### src/rtl/core/gn3_fade.sv
`timescale 1ns / 1ps
// Three-stage quintic fade 6t^5 - 15t^4 + 10t^3 for one axis, products floored.
// Depends on nothing beyond its parameter; the fraction is delayed alongside.
module gn3_fade #(
	parameter int FRAC_BITS = 16
) (
	input  logic                   clk,
	input  logic                   en,
	input  logic [FRAC_BITS-1:0]   frac,
	output logic [FRAC_BITS-1:0]   frac_s3,
	output logic signed [FRAC_BITS+1:0] fade_s3
);
	localparam int F = FRAC_BITS;
	localparam logic signed [F+4:0] K15 = (F+5)'(15) << F;
	localparam logic signed [F+4:0] K10 = (F+5)'(10) << F;

	logic [F+4:0]          six_t;
	logic signed [F+4:0]   lin;
	logic [F-1:0]          frac_s1, frac_s2;
	logic [2*F-1:0]        sq_s1;
	logic signed [2*F+5:0] m_s1;
	logic [2*F-1:0]        cube_s2;
	logic signed [F+4:0]   inner_s2;
	logic signed [2*F+5:0] fadep_s3;

	assign six_t = {4'b0, frac, 1'b0} + {3'b0, frac, 2'b0};
	assign lin   = $signed(six_t) - K15;

	always_ff @(posedge clk) begin
		if (en) begin
			frac_s1  <= frac;
			sq_s1    <= frac * frac;
			m_s1     <= $signed({1'b0, frac}) * lin;
			frac_s2  <= frac_s1;
			cube_s2  <= sq_s1[2*F-1:F] * frac_s1;
			inner_s2 <= (F+5)'(m_s1 >>> F) + K10;
			frac_s3  <= frac_s2;
			fadep_s3 <= $signed({1'b0, cube_s2[2*F-1:F]}) * inner_s2;
		end
	end

	assign fade_s3 = (F+2)'(fadep_s3 >>> F);
endmodule

### config.mk
export PLATFORM = sky130hd
export DESIGN_NAME = gn3_fade
export DESIGN_NICKNAME = d
export VERILOG_FILES = /design/src/rtl/core/gn3_fade.sv
export SDC_FILE = /design/constraint.sdc
export NUM_CORES = 2
export LEC_CHECK = 0
export ABC_AREA = 1
export BUFFER_PORTS_ARGS = -buffer_cell sky130_fd_sc_hd__buf_4
export CAP_MARGIN = 10
export CORE_MARGIN = 2
export CORE_UTILIZATION = 49
export CTS_CLUSTER_SIZE = 8
export DETAILED_ROUTE_END_ITERATION = 8
export SYNTH_ARGS = -nofsm -noshare
export SYNTH_HDL_FRONTEND = slang
export SYNTH_SLANG_ARGS = --single-unit
### constraint.sdc
create_clock -name clk -period 8.9 [get_ports clk]
set_clock_uncertainty 0.1 [all_clocks]
set_input_delay 1.335 -clock clk [delete_from_list [all_inputs] [get_ports clk]]
set_output_delay 1.335 -clock clk [all_outputs]
set_load 0.02 [all_outputs]
==> summary.md <==
| Metric | Value |
|---|---|
| Vias/cell | `5.07` |
| Met1 WL | `50.9 mm` |
| Clk sink count | `140` |
| Die width | `308 um` |
| Syn nets | `6,949` |
| Ys async rst share | `0%` |
| # hold bufs at CTS | `0` |
| Root Buffer | `clkbuf_16` |
| R2R setup slack | `roughly 2000 ps` |
| Largest net degree at the start of global routing | `98` |
| Final cycle utilization of the critical path | `slightly above 90%` |
| CTS max path bufs | `2` |
| Syn Area/Cell | `between 8 and 9 um2` |
| RSZ-0062 raised after global routing | `false` |
| H-tree Lvls | `4` |
| Setup violations, final | `0` |
| Crit-path most repeated cell | `nand2_1` |
| Met2 WL | `between 50 and 60 mm` |
| Most frequent cells after synthesis | `1,704 x inv_1, 1,258 x nand2_1, 959 x fa_1` |
| Highest Signal Layer | `met4` |
| CP Launch Type | `input port` |
| Tot GR Track Use | `26.2%` |
| Post-synth top area share | `42.5%` |
| Initial DRC Count | `around 2,000` |
| Sequential-to-total area share from yosys stat | `9.31%` |
| Count of cell types in the netlist | `42` |
| FMAX | `121 MHz` |
| Slew HR | `30.6%` |
| Hold EP | `inner_s2[8]$_DFFE_PP_` |
| Met3 routed WL | `5.72 mm` |
| Core area | `91,500 um2` |
| Util after Layout | `about 52%` |
| Dpl hpwl | `97.4 mm` |
| Post-Syn Area | `45,200 um2` |
| Initial Util | `49.3%` |
| PostCTS Resize Cnt | `0` |
| Ports | `52` |
| CTS tree | `done` |
| Post-route ant nets | `0` |
| Post-synth top area cell | `fa_1` |
| Drt wl/cell | `17.4 um` |
| Most instantiated library cell after synthesis | `inv_1` |
| Crit. End Element | `flip-flop` |
| Total Neg Setup Slack | `0 ps` |
| Die H | `308 um` |
| Initial antenna violation count | `1` |
| Max-cap violations | `0` |
| Setup repair bufs after CTS | `0` |
| First-pass GRT wire length | `193 mm` |
| Crit Path Class | `input port to flip-flop` |
| Cell count after synthesis | `5,554` |
| Hold path start | `m_s1[24]$_DFFE_PP_` |
| Final Slew Violations | `0` |
| Tmin final | `between 8000 and 9000 ps` |
| HP Class | `flip-flop to flip-flop` |
| Final Hold Viols | `0` |
| Synth warn | `0` |
| Skew-Pair Late Insertion Delay | `470 ps` |
| CTS Buf Count | `17` |
| Flops & latches, synth | `140` |
| Area Overhead vs Synth | `4.65%` |
| Status | `finished, final reports clean` |
| FF-to-FF path depth | `22` |
| Clock-pin slew on the worst setup and hold paths | `80 ps` |
| Nets | `6,882` |
| Tightest Pin Transition | `1040 ps` |
| CP max-delay cell | `fa_1` |
| Total number of vias | `between 30,000 and 40,000` |
| Die ar. | `between 90,000 and 100,000 um2` |
| Max incr delay on CP | `~580 ps` |
| Area contributors post-synth | `fa_1 43%, inv_1 14%, ha_1 12%, nand2_1 10%, edfxtp_1 9.3%` |
| WL final | `117 mm` |
| Pre-antenna DRT Iters | `5` |
| Reg-to-Reg End | `fadep_s3[33]$_DFFE_PP_` |
| GRT overflow | `0` |
| CP Max Fanout | `14` |
| WHS Path Cells | `0` |
| CP arrival | `8400 ps` |
| Layout cells sized above 1 | `under 10%` |
| Number of synthesized flops with an enable pin | `140` |
| Post-route DRC | `0` |
| Vias in the first global route | `around 37,000` |
| IO Port Bufs | `51` |
| Critical Path RT | `9030 ps` |
| Ys flop type | `edfxtp_1` |
| Worst flop-to-flop path startpoint | `cube_s2[24]$_DFFE_PP_` |
| Row count | `111` |
| Final Wtd Congestion | `0.943` |
-- placed cells by master, fill, tap and decap left out, types with 2 or more instances in the layout --
master      count
and3_1          3
or2_1           2
o21a_1          4
fa_1          959
nand2_2         5
nor4_1          7
o21ai_0        88
a31oi_1        16
o21ai_1         2
edfxtp_1      140
a21o_1         27
clkbuf_1        2
nor3_1         21
nand4_1        14
buf_4         106
clkbuf_16      17
clkinv_4        3
xor2_1         49
a21oi_1       152
xnor2_1        33
or2_2           6
inv_6           5
clkinv_1        3
nand3_1       126
nand2_1      1258
clkinvlp_4      3
inv_2           4
o21bai_1       22
nor2_1        271
nand3b_1        5
ha_1          418
inv_1        1704
a211oi_1        2
o211ai_1        4
a21boi_0        8
-- worst max-delay path by stage --
stage	start	end	cells past startpoint	slack (ps)
2_1_floorplan	frac[1]	m_s1[36]$_DFFE_PP_	36	670
3_3_place_gp	frac[8]	m_s1[34]$_DFFE_PP_	30	130
3_5_place_dp	frac[8]	m_s1[34]$_DFFE_PP_	30	160
4_1_cts	frac[8]	m_s1[22]$_DFFE_PP_	30	660
5_1_grt	frac[7]	m_s1[34]$_DFFE_PP_	29	230
6_report	frac[8]	m_s1[29]$_DFFE_PP_	30	630
-- kinds of logic after synthesis --
| group | synth area share, % |
|---|---|
| compound gates | 4.09 |
| xor+xnor | 1.65 |
| fa+ha+maj | 54.1 |
| buf+inv | 15.9 |
| flops | 9.31 |
| simple gates | 15.0 |
-- state kept, by name (all words and copies together) (netlist names) --
name      flops
inner_s2     21
m_s1         21
fadep_s3     18
cube_s2      16
frac_s1      16
frac_s2      16
frac_s3      16
sq_s1        16
-- area by class of cell --
class,instances,area [um2]
multi-input cells,3510,33800
clock inverters,13,108
repair buffers,107,807
fillers,8835,44300
inverters,1711,6420
flip-flops and latches,140,4200
well taps,1186,1480
clock buffers,19,433
diodes,1,2.50
-- per-layer routing --
metal / track usage, % / vias to the layer above
met4: 7.33 / 0
met5: 0 / -
met3: 2.33 / 156
met2: 45.0 / 890
li1: - / 15800
met1: 35.5 / 17000
-- worst max-delay path, delay by kind of cell --
family | cells | cell delay [ps]
adder cells (fa/ha/maj) | 9 | 4190
AND/OR/NAND/NOR | 12 | 1390
AO/OA/AOI/OAI | 4 | 760
buffers and inverters | 5 | 710
-- per-stage QoR --
stage               instance area, um2  setup slack (ps)  hold WS (ps)  std cells
floorplan                        45200               673           300       5554
global placement                 46700               128           302       6654
CTS                              47300               656           320       6686
global route                     47300               228           322       6687
detailed placement               46700               158           305       6654
finish                           47300               630           315       6687
Power is left out: the tool's default activity adds up to more than one toggle a clock period on the data nets, which glitch-free logic cannot reach.
